--- src/complex_arithmetic_unit_macros.svh ---
// ---------------------------------------------------------------------------
// Complex arithmetic unit assertion macros
// Implication checks sampled on the rising clock edge, off during reset.
// ---------------------------------------------------------------------------
`ifndef COMPLEX_ARITHMETIC_UNIT_MACROS_SVH
`define COMPLEX_ARITHMETIC_UNIT_MACROS_SVH
`ifndef NO_ASSERTIONS
`define CAU_ASSERT_IMPLY(label, clk, rst_n, ante, cons, msg) \
	label: assert property (@(posedge clk) disable iff (!rst_n) (ante) |-> (cons)) \
		else $error(msg);
`define CAU_ASSERT_NEXT(label, clk, rst_n, ante, cons, msg) \
	label: assert property (@(posedge clk) disable iff (!rst_n) (ante) |=> (cons)) \
		else $error(msg);
`else
`define CAU_ASSERT_IMPLY(label, clk, rst_n, ante, cons, msg)
`define CAU_ASSERT_NEXT(label, clk, rst_n, ante, cons, msg)
`endif
`endif

--- src/cau_queue.sv ---
// ---------------------------------------------------------------------------
// Complex arithmetic unit queue
// Short register FIFO between front end and execution pipeline.
// ---------------------------------------------------------------------------
module cau_queue #(
	parameter int WIDTH = 8,
	parameter int DEPTH = 4
) (
	input  logic             clk,
	input  logic             arst_n,
	input  logic             push,
	input  logic [WIDTH-1:0] din,
	output logic             full,
	input  logic             pop,
	output logic [WIDTH-1:0] dout,
	output logic             empty
);
	localparam int PB = $clog2(DEPTH);
	localparam int CB = $clog2(DEPTH + 1);

	logic [WIDTH-1:0] mem_q [DEPTH];
	logic [PB-1:0]    wr_ptr_q, rd_ptr_q;
	logic [CB-1:0]    count_q;

	assign full  = count_q == CB'(DEPTH);
	assign empty = count_q == '0;
	assign dout  = mem_q[rd_ptr_q];

	always_ff @(posedge clk or negedge arst_n) begin
		if (!arst_n) begin
			wr_ptr_q <= '0;
			rd_ptr_q <= '0;
			count_q  <= '0;
		end else begin
			if (push) begin
				wr_ptr_q <= wr_ptr_q + 1'b1;
			end
			if (pop) begin
				rd_ptr_q <= rd_ptr_q + 1'b1;
			end
			case ({push, pop})
				2'b10:   count_q <= count_q + 1'b1;
				2'b01:   count_q <= count_q - 1'b1;
				default: count_q <= count_q;
			endcase
		end
	end

	always_ff @(posedge clk) begin
		if (push) begin
			mem_q[wr_ptr_q] <= din;
		end
	end

endmodule

--- config.mk ---
export PLATFORM = sky130hd
export DESIGN_NAME = cau_queue
export DESIGN_NICKNAME = d
export VERILOG_FILES = /design/src/complex_arithmetic_unit_macros.svh /design/src/cau_queue.sv
export SDC_FILE = /design/constraint.sdc
export NUM_CORES = 1
export LEC_CHECK = 0
export ABC_AREA = 1
export BUFFER_PORTS_ARGS = -buffer_cell sky130_fd_sc_hd__buf_4
export CAP_MARGIN = 20
export CELL_PAD_IN_SITES_DETAIL_PLACEMENT = 0
export CELL_PAD_IN_SITES_GLOBAL_PLACEMENT = 1
export CORE_MARGIN = 10
export CORE_UTILIZATION = 35
export CTS_BUF_LIST = sky130_fd_sc_hd__clkbuf_8
export DETAILED_ROUTE_END_ITERATION = 7
export PLACE_DENSITY_LB_ADDON = 0.1
export SYNTH_ARGS = -nofsm -noshare
export SYNTH_HDL_FRONTEND = slang
export SYNTH_SLANG_ARGS = --single-unit
--- constraint.sdc ---
create_clock -name clk -period 1.4 [get_ports clk]
set_input_delay 0.14 -clock clk [delete_from_list [all_inputs] [get_ports clk]]
set_output_delay 0.14 -clock clk [all_outputs]
set_load 0.02 [all_outputs]
After elaboration in Yosys (flattened, before gate mapping)
Memory sizes are Yosys's and may differ from the RTL's.
Index checks and enable logic that the tools add are counted.
{ "totals": {"register_bits": 7, "mem_bits_rw": 32, "input_bits": 12, "out_inout_bits": 10, "elab_cells": 16, "mem_count": 1} }
{ "classes": {"addsub": 4, "eq_ne": 3, "mux": 3, "reduce_logical": 2} }
{ "mem_list": {"columns": ["name", "words", "word_bits", "rd", "rd_ports_with_merged_regs", "write_ports", "line", "rtl"], "rows": [
  ["mem_q", 4, 8, 1, 0, 1, "cau_queue.sv:21", "logic [WIDTH-1:0] mem_q [DEPTH];"]
]} }
{ "ops": {"columns": ["op", "count"], "rows": [
  ["one-hot mux 3 bit (2 select lines)", 1],
  ["adder 2 x 1 -> 2 bit, second input constant", 2],
  ["adder 3 x 1 -> 3 bit, second input constant", 1],
  ["equality test 3 bit, second input constant", 1],
  ["zero test 3 bit", 1],
  ["subtractor 3 x 1 -> 3 bit, second input constant", 1],
  ["equality test 2 x 1 -> 1 bit, second input constant", 1],
  ["equality test 2 bit, second input constant", 1],
  ["2-to-1 mux 1 bit", 2],
  ["nonzero test 2 bit", 1]
]} }

Depth between registers and ports, before layout
{ "depth": {"depth_word": 2, "depth_mapped": 10, "depth_no_buf": 9} }

Worst setup path after synthesis
OpenSTA, ideal clock, no wires.
{ "synth_timing": {"path_type": "input to register", "from": "input push", "to": "register count_q[2]", "setup_time_ns": 0.117, "arrival_time_ns": 1.148, "required_time_ns": 1.283, "path_slack_ns": 0.135, "stages": 9, "n_path_buf": 1, "path_cell_list": "buf_2 -> inv_1 -> ha_1 -> inv_1 -> fa_1 -> nand2_1 -> nand3_1 -> nand2_1 -> nand2_1"} }
{ "synth_between": {"elab_chain_cells": 2, "elab_cells_between_ends": 4, "classes_between": "eq/ne (2); mux (1); reduce/logical (1)"} }
{ "synth_rtl": {"columns": ["element", "line", "rtl"], "rows": [
  ["start: declaration", "cau_queue.sv:11", "input logic push,"],
  ["equality test 2 x 1 -> 1 bit / equality test 2 bit (equally long branches)", "cau_queue.sv:41", "case ({push, pop})"],
  ["one-hot mux 3 bit (2 select lines) / nonzero test 2 bit (equally long branches)", null, null],
  ["end signal: assignment", "cau_queue.sv:42", "2'b10: count_q <= count_q + 1'b1;"],
  ["end signal: assignment", "cau_queue.sv:43", "2'b01: count_q <= count_q - 1'b1;"],
  ["end signal: assignment", "cau_queue.sv:44", "default: count_q <= count_q;"],
  ["end: declaration", "cau_queue.sv:23", "logic [CB-1:0] count_q;"]
]} }
Several ways; a longest one is shown, not always the timed one.
A chain may end at the register's enable or synchronous reset.

Worst setup path in the final report
{ "layout_timing": {"from": "register rd_ptr_q[0]", "to": "output dout[0]"} }
{ "layout_between": {"elab_chain_cells": 1} }
{ "layout_rtl": {"columns": ["element", "line", "rtl"], "rows": [
  ["start: declaration", "cau_queue.sv:22", "logic [PB-1:0] wr_ptr_q, rd_ptr_q;"],
  ["start signal: assignment", "cau_queue.sv:39", "rd_ptr_q <= rd_ptr_q + 1'b1;"],
  ["memory read (4 x 8 bit)", null, null],
  ["end: declaration", "cau_queue.sv:15", "output logic [WIDTH-1:0] dout,"]
]} }
Every way passes these cells.

==> metrics.txt <==
status complete, but fails checks; violated checks setup timing; Crit path max-delay family flip-flops; logic gate share of total power 42.7%; mapped cell area 1710 µm²; die area 8080 µm²; Commonest cells post-synth 35 x nand2_1, 32 x edfxtp_1, 29 x inv_1; Main synth FF type edfxtp_1; Crit Reg-Reg Startpoint count_q[0]; post-route cell area 2140 µm²; routed vias 1,021; vias in the first global route ~1,100; r2r endpoint count_q[2]; post-synthesis register bit count 39; PortBufs 21; Setup WS post-layout -0.0264 ns; Clock Latency Late Sink 0.28 ns; average size of a mapped cell 12.0 µm²; TritonCTS buffer count 5; Clk Tree Root Cell clkbuf_8; DRT iter0 DRCs 68; CP Capture Type primary output; Max Slew Vio Count 0; fin util 45.2%; Clock Power Share 19.8%; fmax 0.701 GHz; endpoints failing hold 0; die height 89.9 µm; number of flops mapped to enable cells by yosys 32; Post-route DRC 0; crit-path max FO 34; row count 25; unrepaired setup endpoints after global routing true; Critical Path Slowest Stage Cell dfrtp_1; Tot Pwr between 4000 and 5000 µW; H-tree depth 2; Sw Share 34.8%; placed inst area 1990 µm²; Clock Tree Buf Depth 2; Setup Fix Bufs, Post-CTS 0; slowest stage delay, CP 0.40 ns; wire per inst 12.7 µm; hpwl dp between 2000 and 2500 µm; nets@finish 191; Synth Warn # 0; CTS clk-pin slew, worst paths approximately 0.07 ns; Via density 4.24; Synth cell types 17; Placer Congestion 0.699; final wirelength 3060 µm; antenna-violating nets left 0; PD cells 2110 nW/µm²; Max-Cap Viols 0; worst vdd ir between 0.0008 and 0.0009 V; clk_skew 0.00750 ns; FF-to-FF setup slack 0.08 ns; synthesized instance count around 140; Final setup viols 4; Synth area leaders edfxtp_1 56%, dfrtp_1 10%, nand2_1 7.7%; hold depth 2; crit path DAT 1.29 ns; CP Buf/Inv Count 2; syn_nets 160; Leak 0.000945 µW; width of the die ~90 µm; switching power 1560 µW; starting density of the core around 36%; Min-Delay Startpoint pop; top-count cell post-synth nand2_1; Reg2Reg Depth 6; fin crit share 102%; crit path launch type register; ys async rst share 17.9%; CTS sink count 39; P_int 2930 µW; drt pass-1 iters 4; top-area cell type share of the netlist area 56.2%; Hold EP rd_ptr_q[0]; Seq/Total Area, Yosys between 60% and 70%; IO Count 22; Tightest Pin Transition 0.195 ns; Slew Limit Headroom 87.0%; Ant. Diodes 0; Sequential Power Share about 38%; total track usage 8.10%; CTS tree done; gr ovfl total 0; Hold Crit Class input port to register; post-synth top area cell edfxtp_1; Cell Chain, Critical Path buf_12, o211ai_1, nand2_1, buf_6; critical path class register to primary output; first-pass GRT wire length 5150 µm; Critical Path RT 1.26 ns; initial antenna violation count 0; ratio of cells with drive above 1 in the final layout 21.8%; Final min period roughly 1.4 ns; largest net degree at the start of global routing 35; Synth-to-Final Area Change 25.0%; core area approximately 4700 µm²
## per-layer routing
layer / up-vias / track usage, % / wire length, µm
met5: - / 0 / 0
met4: 0 / 3.58 / 56
met3: 6 / 3.57 / 142
met2: 15 / 13.4 / 1540
met1: 470 / 8.80 / 1320
li1: 530 / - / -
## worst max path at each step
stage / to / cells after the start / from / slack, ns
floorplan: count_q[2] / 9 / push / 0.13
global placement: count_q[2] / 9 / push / 0.11
detailed placement: count_q[2] / 9 / push / 0.05
CTS: dout[6] / 4 / rd_ptr_q[0] / -0.05
global route: dout[0] / 4 / rd_ptr_q[0] / -0.11
finish: dout[0] / 4 / rd_ptr_q[0] / -0.03
## sequential cells by signal (all words and copies together) (netlist names)
name,count
mem_q,32
rd_ptr_q,2
wr_ptr_q,2
count_q,3
## per-stage QoR
stage / TNS, ns / hold slack [ns] / std cells / setup slack (ns)
3_3_place_gp: 0 / -0.0404 / 232 / 0.109
4_1_cts: -0.193 / 0.0396 / 241 / -0.0462
6_report: -0.0656 / 0.0524 / 241 / -0.0264
5_1_grt: -0.769 / 0.0316 / 241 / -0.112
2_1_floorplan: 0 / -0.156 / 142 / 0.135
3_5_place_dp: 0 / -0.0388 / 232 / 0.0476
## cell usage in the layout, fill, tap and decap left out, drive strengths merged
cell          n
bufinv        1
ha            5
nand2        35
nor3          2
xor2          3
o211ai       16
clkinv        2
buf          29
clkbuf        5
o21ai         2
dlygate4sd3   1
nand3         1
dfrtp         7
edfxtp       32
fa            1
xnor2         1
inv          30
nand4         1
## logic make-up after synthesis
family / after synthesis / synth area share, %
AND/OR/NAND/NOR: 39 / 8.93
flip-flops: 39 / 66.5
buffers and inverters: 36 / 9.81
AO/OA/AOI/OAI: 18 / 7.91
adder cells (fa/ha/maj): 6 / 4.83
XOR/XNOR: 4 / 2.05
## final cells by class
type                            instances  area (µm²)
Clock buffer                            5        68.8
Clock inverter                          3        38.8
Fill cell                             438        2590
Inverter                               30         113
Multi-Input combinational cell         67         405
Sequential cell                        39        1140
Tap cell                               67        83.8
Timing Repair Buffer                   30         292
## power groups by stage
stage | registers (µW) | logic (µW) | clock network (µW)
final | 1690 | 1920 | 890
after global routing | 1720 | 2140 | 979
after CTS | 1690 | 1960 | 924
after detailed placement | 1720 | 1860 | 0
after global placement | 1700 | 1820 | 0
after floorplan | 1670 | 1190 | 0
## repair_timing
item,4_1_cts,5_1_grt
endpoints found under the hold margin,7,0
gates resized for setup,6,1
pin swaps,10,5
setup endpoints to repair,8,8
hold buffers,1,0
No activity file was read; power rests on OpenSTA's default activity.
