===== config.mk =====
export PLATFORM = sky130hd
export DESIGN_NAME = cau_front
export DESIGN_NICKNAME = d
export VERILOG_FILES = /design/src/complex_arithmetic_unit_macros.svh /design/src/cau_pkg.sv /design/src/cau_front.sv
export SDC_FILE = /design/constraint.sdc
export NUM_CORES = 1
export LEC_CHECK = 0
export ABC_AREA = 0
export BUFFER_PORTS_ARGS = -buffer_cell sky130_fd_sc_hd__buf_4
export CAP_MARGIN = 20
export CORE_MARGIN = 5
export CORE_UTILIZATION = 44
export CTS_BUF_LIST = sky130_fd_sc_hd__clkbuf_16
export CTS_CLUSTER_DIAMETER = 150
export CTS_CLUSTER_SIZE = 28
export DETAILED_ROUTE_END_ITERATION = 8
export GPL_ROUTABILITY_DRIVEN = 0
export GPL_TIMING_DRIVEN = 0
export PLACE_DENSITY = 0.92
export SETUP_SLACK_MARGIN = 0.15
export SLEW_MARGIN = 20
export SYNTH_ARGS = -nofsm -noshare
export SYNTH_HDL_FRONTEND = slang
export SYNTH_SLANG_ARGS = --single-unit

===== constraint.sdc =====
create_clock -name clk -period 20.5 [get_ports clk]
set_clock_uncertainty 0.1 [all_clocks]
set_input_delay 4.1 -clock clk [delete_from_list [all_inputs] [get_ports clk]]
set_output_delay 4.1 -clock clk [all_outputs]
set_load 0.005 [all_outputs]

===== src/complex_arithmetic_unit_macros.svh =====
// ---------------------------------------------------------------------------
// Complex arithmetic unit assertion macros
// Implication checks sampled on the rising clock edge, off during reset.
// ---------------------------------------------------------------------------
`ifndef COMPLEX_ARITHMETIC_UNIT_MACROS_SVH
`define COMPLEX_ARITHMETIC_UNIT_MACROS_SVH
`ifndef NO_ASSERTIONS
`define CAU_ASSERT_IMPLY(label, clk, rst_n, ante, cons, msg) \
	label: assert property (@(posedge clk) disable iff (!rst_n) (ante) |-> (cons)) \
		else $error(msg);
`define CAU_ASSERT_NEXT(label, clk, rst_n, ante, cons, msg) \
	label: assert property (@(posedge clk) disable iff (!rst_n) (ante) |=> (cons)) \
		else $error(msg);
`else
`define CAU_ASSERT_IMPLY(label, clk, rst_n, ante, cons, msg)
`define CAU_ASSERT_NEXT(label, clk, rst_n, ante, cons, msg)
`endif
`endif


===== src/cau_pkg.sv =====
// ---------------------------------------------------------------------------
// Complex arithmetic unit package
// Opcodes, status codes and the decoded operation kind.
// ---------------------------------------------------------------------------
package cau_pkg;

	localparam logic [2:0] OP_ADD = 3'd0;
	localparam logic [2:0] OP_SUB = 3'd1;
	localparam logic [2:0] OP_MUL = 3'd2;
	localparam logic [2:0] OP_DIV = 3'd3;
	localparam logic [2:0] OP_REM = 3'd4;

	localparam logic [1:0] ST_OK      = 2'd0;
	localparam logic [1:0] ST_DIVZERO = 2'd1;
	localparam logic [1:0] ST_SAT     = 2'd2;
	localparam logic [1:0] ST_UNUSED  = 2'd3;

	localparam int KIND_BITS = 3;

	typedef enum logic [KIND_BITS-1:0] {
		KIND_ADD,
		KIND_SUB,
		KIND_MUL,
		KIND_DIV,
		KIND_REM,
		KIND_NONE
	} kind_t;

endpackage


===== src/cau_front.sv =====
// ---------------------------------------------------------------------------
// Complex arithmetic unit front end
// Accepts transactions, decodes the opcode and pushes into the queue.
// ---------------------------------------------------------------------------
module cau_front #(
	parameter int WORD_BITS = 32
) (
	input  logic                        clk,
	input  logic                        arst_n,
	input  logic                        valid,
	output logic                        stall,
	input  logic [2:0]                  op,
	input  logic signed [WORD_BITS-1:0] x_re,
	input  logic signed [WORD_BITS-1:0] x_im,
	input  logic signed [WORD_BITS-1:0] y_re,
	input  logic signed [WORD_BITS-1:0] y_im,
	output logic                        q_push,
	input  logic                        q_full,
	output cau_pkg::kind_t              kind,
	output logic signed [WORD_BITS-1:0] xr,
	output logic signed [WORD_BITS-1:0] xi,
	output logic signed [WORD_BITS-1:0] yr,
	output logic signed [WORD_BITS-1:0] yi
);
	import cau_pkg::*;

	logic                        v_s1;
	kind_t                       k_s1;
	logic signed [WORD_BITS-1:0] xr_s1, xi_s1, yr_s1, yi_s1;
	kind_t                       k_dec;
	logic                        load;

	always_comb begin
		unique case (op)
			OP_ADD:  k_dec = KIND_ADD;
			OP_SUB:  k_dec = KIND_SUB;
			OP_MUL:  k_dec = KIND_MUL;
			OP_DIV:  k_dec = KIND_DIV;
			OP_REM:  k_dec = KIND_REM;
			default: k_dec = KIND_NONE;
		endcase
	end

	assign stall  = v_s1 && q_full;
	assign load   = valid && !stall;
	assign q_push = v_s1 && !q_full;

	always_ff @(posedge clk or negedge arst_n) begin
		if (!arst_n) begin
			v_s1 <= 1'b0;
		end else if (load) begin
			v_s1 <= 1'b1;
		end else if (q_push) begin
			v_s1 <= 1'b0;
		end
	end

	always_ff @(posedge clk) begin
		if (load) begin
			k_s1  <= k_dec;
			xr_s1 <= x_re;
			xi_s1 <= x_im;
			yr_s1 <= y_re;
			yi_s1 <= y_im;
		end
	end

	assign kind = k_s1;
	assign xr   = xr_s1;
	assign xi   = xi_s1;
	assign yr   = yr_s1;
	assign yi   = yi_s1;

endmodule


======== After elaboration in Yosys (flattened, before gate mapping) ========
Index checks and enable logic that the tools add are counted.
word-level totals
  register bits ........................... 132
  input port bits ......................... 135
  output and inout bits ................... 133
  word-level logic and storage cells ...... 20
operators by class
  eq/ne operators ......................... 4
  mux-type cells .......................... 3
  reductions and logical operators ........ 7
operators by type and width
  cell                count
  $pmux 3 s5          1
  $eq 3x2->1 const B  2
  $eq 3x1->1 const B  1
  $eq 3x3->1 const B  1
  $logic_and 1x1->1   3
  $logic_not 3->1     1
  $logic_not 1->1     2
  $mux 1              2
  $reduce_bool 2->1   1

======== Depth between registers and ports, before layout ========
Gate-level depths: netlist of the first run.
  depth in word-level cells ............... 4
  gate-level depth with buffers ........... 1
  depth with buffers taken out ............ 1

======== Worst setup path before layout of the first run ========
OpenSTA, ideal clock, no wires.
  kind .................................... input to register
  start ................................... input port valid
  end ..................................... register k_s1[0] (netlist: kind[0]), enable pin
  setup time .............................. 0.657 ns
  data arrival time ....................... 10.275 ns
  required time ........................... 19.743 ns
  setup slack ............................. 9.468 ns
  stages on the path ...................... 1
  buffers on the path ..................... 0
  cells stage by stage .................... a21boi_1
between the ends
  cells in the longest elaborated chain, start to end .. 1
RTL lines
  what                    line             source
  start: declaration      cau_front.sv:10  input logic valid,
  $logic_and 1x1->1       cau_front.sv:45  assign load = valid && !stall;
  end signal: assignment  cau_front.sv:60  k_s1 <= k_dec;
  end: declaration        cau_front.sv:28  kind_t k_s1;
No other way between the ends.
A chain may end at the register's enable or synchronous reset.

======== Worst setup path after layout of the first run ========
  start ................................... input port q_full
  end ..................................... output port stall
between the ends
  cells in the longest elaborated chain, start to end .. 1
RTL lines
  what                line             source
  start: declaration  cau_front.sv:18  input logic q_full,
  $logic_and 1x1->1   cau_front.sv:44  assign stall = v_s1 && q_full;
  end: declaration    cau_front.sv:11  output logic stall,
No other way between the ends.

==> flow_metrics.tcl, run 1 <==
set metrics [dict create \
    cts_tree "built" \
    design.die.area_mm2 0.0111 \
    n_antenna_cell 0 \
    relSlewSlack_pct 62.8 \
    crit_path_start_kind "input port" \
    die_height_um 105 \
    area_growth_pct 75.0 \
    path_class "input port to output pin" \
    fmax_mhz 115 \
    hold_violations 0 \
    grt_max_degree 27 \
    maxCapViolations 0 \
    cts_buffers 17 \
    cts.clk_slew.worst_paths_ns 0.06 \
    fin_crit_sh_pct 42.5 \
    start_util_pct 45.5 \
    slew_violations 0 \
    dp_hpwl_mm 8.69 \
    clockBufferDepth 2 \
    path_max_fanout 4 \
    sw_frac_of_total_pct 18.2 \
    ir_worst_vdd_mv 0.0749 \
    drtAntennaViolNets 0 \
    most-common-layout-cells "buf_4 (267), edfxtp_1 (131), clkbuf_16 (17)" \
    initialDrtViolationCount 71 \
    die_w_um 105 \
    gr-total-overflow 0 \
    drc 0 \
    firstDrtPassIters 4 \
    rows 34 \
    layout_min_cycle_time_ns 8.72 \
    power_leakage_nw 2.98 \
    hp-class "register to register" \
    clk_latency_ns 0.39 \
    io_buffer_count 267 \
    layout_commonest_cell "buf_4" \
    synthCells 139 \
    grt_usage_pct 19.7 \
    cts_setup_buffers 0 \
    syn-cell-area_mm2 0.00400 \
    hold_buffers 0 \
    core_mm2 0.00881 \
    synth-seq-area-share_pct 98.9 \
    hold_ws_ns 0.501 \
    status "finished clean" \
    nNetsFinal 566 \
    required_ns 16.30 \
    internal-power_uw 591 \
    yosysWarnings 0 \
    rsz0062_at_grt "false" \
    setup_viol 0 \
    cellPowerDensity_mw_per_mm2 103 \
    ctsResizeCount 0 \
    grt_first_pass_wirelength_mm 16.1 \
    syn_area_per_cell_um2 28.8 \
    layout-drive-gt1-share_pct 68.2 \
    routedWlPerCell_um 20.2 \
    cts_root_buffer "clkbuf_16" \
    via_per_inst 4.61 \
    yosysUniqueCellTypes 7 \
    wl_mm 11.2 \
    clkPwrFrac_pct 48.0 \
    dp_slack_ns 11.78 \
    final_core_util_pct 79.6 \
    worstSetupEndpointType "output pin" \
    switchingPower_uw 132 \
    p_seq_share_pct 44.2 \
    pwr-share-comb_pct 7.8 \
    vias 2546 \
    max_slew.worst_pin.slew_ns 0.557 \
    ioPinCount 268 \
    htreeDepth 4 \
    tns_ns 0 \
    synth-seq-cells 132 \
    antenna_found_initial 0 \
    setup_ws_ns 11.78 \
    clock_sinks 132 \
    grt_pass1_vias 2783 \
    synth_fp_nets 274 \
    arrival_ns 4.52 \
]
## layer usage
| layer | vias to the layer above | wire, µm | GRT usage, % |
|---|---|---|---|
| li1 | 1150 | - | - |
| met1 | 1216 | 3420 | 18.4 |
| met2 | 165 | 6090 | 36.3 |
| met3 | 15 | 1450 | 10.3 |
| met4 | 0 | 204 | 6.94 |
| met5 | - | 0 | 0 |
## path summary, 6_finish.rpt
path,start,end,slack [ns],depth (start not counted)
worst max-delay path,q_full,stall,11.78,3
worst min-delay path,v_s1$_DFFE_PN0P_,v_s1$_DFFE_PN0P_,0.50,1
worst max register to register,v_s1$_DFFE_PN0P_,yr[2]$_DFFE_PP_,18.58,4
worst min register to register,v_s1$_DFFE_PN0P_,v_s1$_DFFE_PN0P_,0.50,1
max in group asynchronous,arst_n,v_s1$_DFFE_PN0P_,16.85,1
min in group asynchronous,arst_n,v_s1$_DFFE_PN0P_,3.37,1
## state kept, by name, summed over array words and instances, names as in the netlist
signal / count
kind: 3
yi: 32
v_s1: 1
yr: 32
xr: 32
xi: 32
## cell type report
class                   instances  area, µm²
plain buffers                   1       3.75
flip-flops and latches        132       3960
multi-input cells               6       52.6
fillers                       470       1800
clock inverters                15        260
well taps                     108        135
clock buffers                  17        425
repair buffers                273       2170
## synth_stat cells
library cell  number  area [µm²]
edfxtp_1         131        3930
a21o_1             2        15.0
nor2b_1            2        12.5
a21boi_1           1        7.51
and2_1             1        6.26
clkbuf_1           1        3.75
dfrtp_1            1        25.0
## per-stage QoR
step | area [µm²] | instances | total power [mW]
after global placement | 6140 | 514 | 0.379
final | 7010 | 552 | 0.723
after CTS | 7010 | 552 | 0.729
after floorplan | 4000 | 139 | 0.335
after detailed placement | 6320 | 520 | 0.382
after global routing | 7010 | 552 | 0.747
## power groups by stage
stage                     Sequential [mW]  Clock [mW]  Combinational [mW]
final                               0.319       0.347              0.0566
after CTS                           0.320       0.352              0.0577
after global routing                0.321       0.366              0.0604
after detailed placement            0.325           0              0.0574
after floorplan                     0.330           0             0.00530
after global placement              0.329           0              0.0496
## cells by family after synthesis
logic type / synth area share [%]
buffers and inverters: 0.0937
DFF: 98.9
and+or+nand+nor: 0.469
AOI/OAI and AO/OA: 0.562
## worst max-delay path: stages
cell and delay [ns]:
buf_4 0.13, and2_1 0.16, buf_4 0.13
Power figures use the tool's default switching activity.
==> inputs of run 2 (changes only) <==
--- a/config.mk
+++ b/config.mk
@@ -9,14 +9,14 @@
 export BUFFER_PORTS_ARGS = -buffer_cell sky130_fd_sc_hd__buf_4
 export CAP_MARGIN = 20
 export CORE_MARGIN = 5
-export CORE_UTILIZATION = 44
+export CORE_UTILIZATION = 37
 export CTS_BUF_LIST = sky130_fd_sc_hd__clkbuf_16
 export CTS_CLUSTER_DIAMETER = 150
 export CTS_CLUSTER_SIZE = 28
 export DETAILED_ROUTE_END_ITERATION = 8
 export GPL_ROUTABILITY_DRIVEN = 0
 export GPL_TIMING_DRIVEN = 0
-export PLACE_DENSITY = 0.92
+export PLACE_DENSITY = 0.83
 export SETUP_SLACK_MARGIN = 0.15
 export SLEW_MARGIN = 20
 export SYNTH_ARGS = -nofsm -noshare
==> constraint.sdc (replaced) <==
create_clock -name clk -period 7 [get_ports clk]
set_clock_uncertainty 0.1 [all_clocks]
set_input_delay 1.4 -clock clk [delete_from_list [all_inputs] [get_ports clk]]
set_output_delay 1.4 -clock clk [all_outputs]
set_load 0.005 [all_outputs]
==> flow_metrics.tcl, run 2 (synthesis gave the netlist of run 1 again) <==
set metrics [dict create \
    status "finished clean" \
    cts.clk_slew.worst_paths_ns 0.06 \
    fillers 782 \
    hold_buffers 0 \
    arrival_ns 1.81 \
    most-common-layout-cells "buf_4 (267), edfxtp_1 (131), clkbuf_16 (17)" \
    worstSetupEndpointType "output pin" \
    rows 38 \
    slew_violations 0 \
    via_per_inst 4.32 \
    cts_setup_buffers 0 \
    crit_path_start_kind "input port" \
    hold_violations 0 \
    internal-power_mw 1.52 \
    start_util_pct 37.3 \
    design.die.area_mm2 0.0130 \
    r2r-start "v_s1$_DFFE_PN0P_" \
    fin_crit_sh_pct 47.3 \
    cts_root_buffer "clkbuf_16" \
    p_total_mw 1.92 \
    nNetsFinal 566 \
    rsz0062_at_grt "false" \
    holdPathStages 1 \
    clock_sinks 132 \
    fin_area_mm2 0.00689 \
    rrSetupSlack_ns 4.96 \
    dp_hpwl_mm 8.60 \
    pwr-share-comb_pct 8.5 \
    tns_ns 0 \
    grt_pass1_vias 2724 \
    hold_end "v_s1$_DFFE_PN0P_" \
    fmax_mhz 302 \
    power_leakage_nw 2.91 \
    path_max_fanout 4 \
    gr-total-overflow 0 \
    die_height_um 114 \
    antenna_found_initial 0 \
    area_growth_pct 72.1 \
    grt_max_degree 28 \
    max_slew.worst_pin.slew_ns 0.678 \
    dp_slack_ns 3.69 \
    worstHoldStart "v_s1$_DFFE_PN0P_" \
    maxCapViolations 0 \
    drc 0 \
    wl_mm 11.0 \
    layout_commonest_cell "buf_4" \
    routedWlPerCell_um 18.8 \
    grt_usage_pct 16.7 \
    n_antenna_cell 0 \
    ir_worst_vdd_mv 0.129 \
    drtAntennaViolNets 0 \
    core_mm2 0.0107 \
    timing.rr.end "kind[2]$_DFFE_PP_" \
    ctsResizeCount 0 \
    clockBufferDepth 2 \
    path_class "input port to output pin" \
    ioPinCount 268 \
    grt_first_pass_wirelength_mm 15.7 \
    layout_min_cycle_time_ns 3.31 \
    layout-drive-gt1-share_pct 68.9 \
    initialDrtViolationCount 118 \
    firstDrtPassIters 4 \
    clkPwrFrac_pct 42.8 \
    die_w_um 114 \
    clk_latency_ns 0.40 \
    setup_viol 0 \
    vias 2524 \
    io_buffer_count 267 \
    hp-class "register to register" \
    p_seq_share_pct 48.7 \
    htreeDepth 4 \
    placed_area_mm2 0.00633 \
    reg2reg_depth 4 \
    required_ns 5.50 \
    cts_tree "built" \
    setup_ws_ns 3.69 \
    cellPowerDensity_mw_per_mm2 278 \
    sw_frac_of_total_pct 20.9 \
    cts_buffers 17 \
    switchingPower_uw 400 \
    relSlewSlack_pct 54.7 \
]
run 2: changes by cell type in the layout (fill, tap and decap cells not counted), moves of 2 or more:
cell	change
buf_16	-2
buf_8	+2
clkinv_2	+4
inv_6	+3
bufinv_16	-6
clkinv_1	-2
run 2: metal layers:
| layer | vias up | share of wire, % | global-route usage, % | routed length (µm) |
|---|---|---|---|---|
| li1 | 1148 | - | - | - |
| met1 | 1203 | 35 | 17.9 | 3880 |
| met2 | 157 | 53 | 28.5 | 5780 |
| met3 | 16 | 10 | 7.59 | 1130 |
| met4 | 0 | 1.7 | 6.73 | 189 |
| met5 | - | 0 | 0 | 0 |
run 2: worst max-delay path, cell delays in order:
cell and delay [ns]:
buf_4 0.13, and2_1 0.15, buf_4 0.13
run 2: area by class of cell:
cell class	count	area [µm²]	share of cell area [%]
well taps	140	175	2.54
repair buffers	273	2140	31.1
clock inverters	15	131	1.91
flip-flops and latches	132	3960	57.4
clock buffers	17	425	6.17
plain buffers	1	3.75	0.0545
multi-input cells	6	52.6	0.763
run 2: stage by stage:
stage                     cells  util, %  hold WS [ns]
after CTS                   584     64.1         0.508
after global routing        584     64.1         0.552
after global placement      546     57.6         0.415
after floorplan             139        -         0.397
final                       584     64.1         0.505
after detailed placement    552     59.0         0.496
run 2: how the worst max path moves through the flow:
stage	start	endpoint	depth (start not counted)
after floorplan	valid	kind[0]$_DFFE_PP_	1
after global placement	q_full	xr[4]$_DFFE_PP_	2
after detailed placement	q_full	stall	3
after CTS	q_full	stall	3
after global routing	q_full	stall	3
final	q_full	stall	3
run 2: power groups by stage:
stage	clock network [mW]	registers (mW)	logic, mW
floorplan	0	0.961	0.0157
global placement	0	0.957	0.147
detailed placement	0	0.951	0.165
CTS	0.842	0.935	0.166
global route	0.887	0.939	0.173
finish	0.820	0.934	0.162
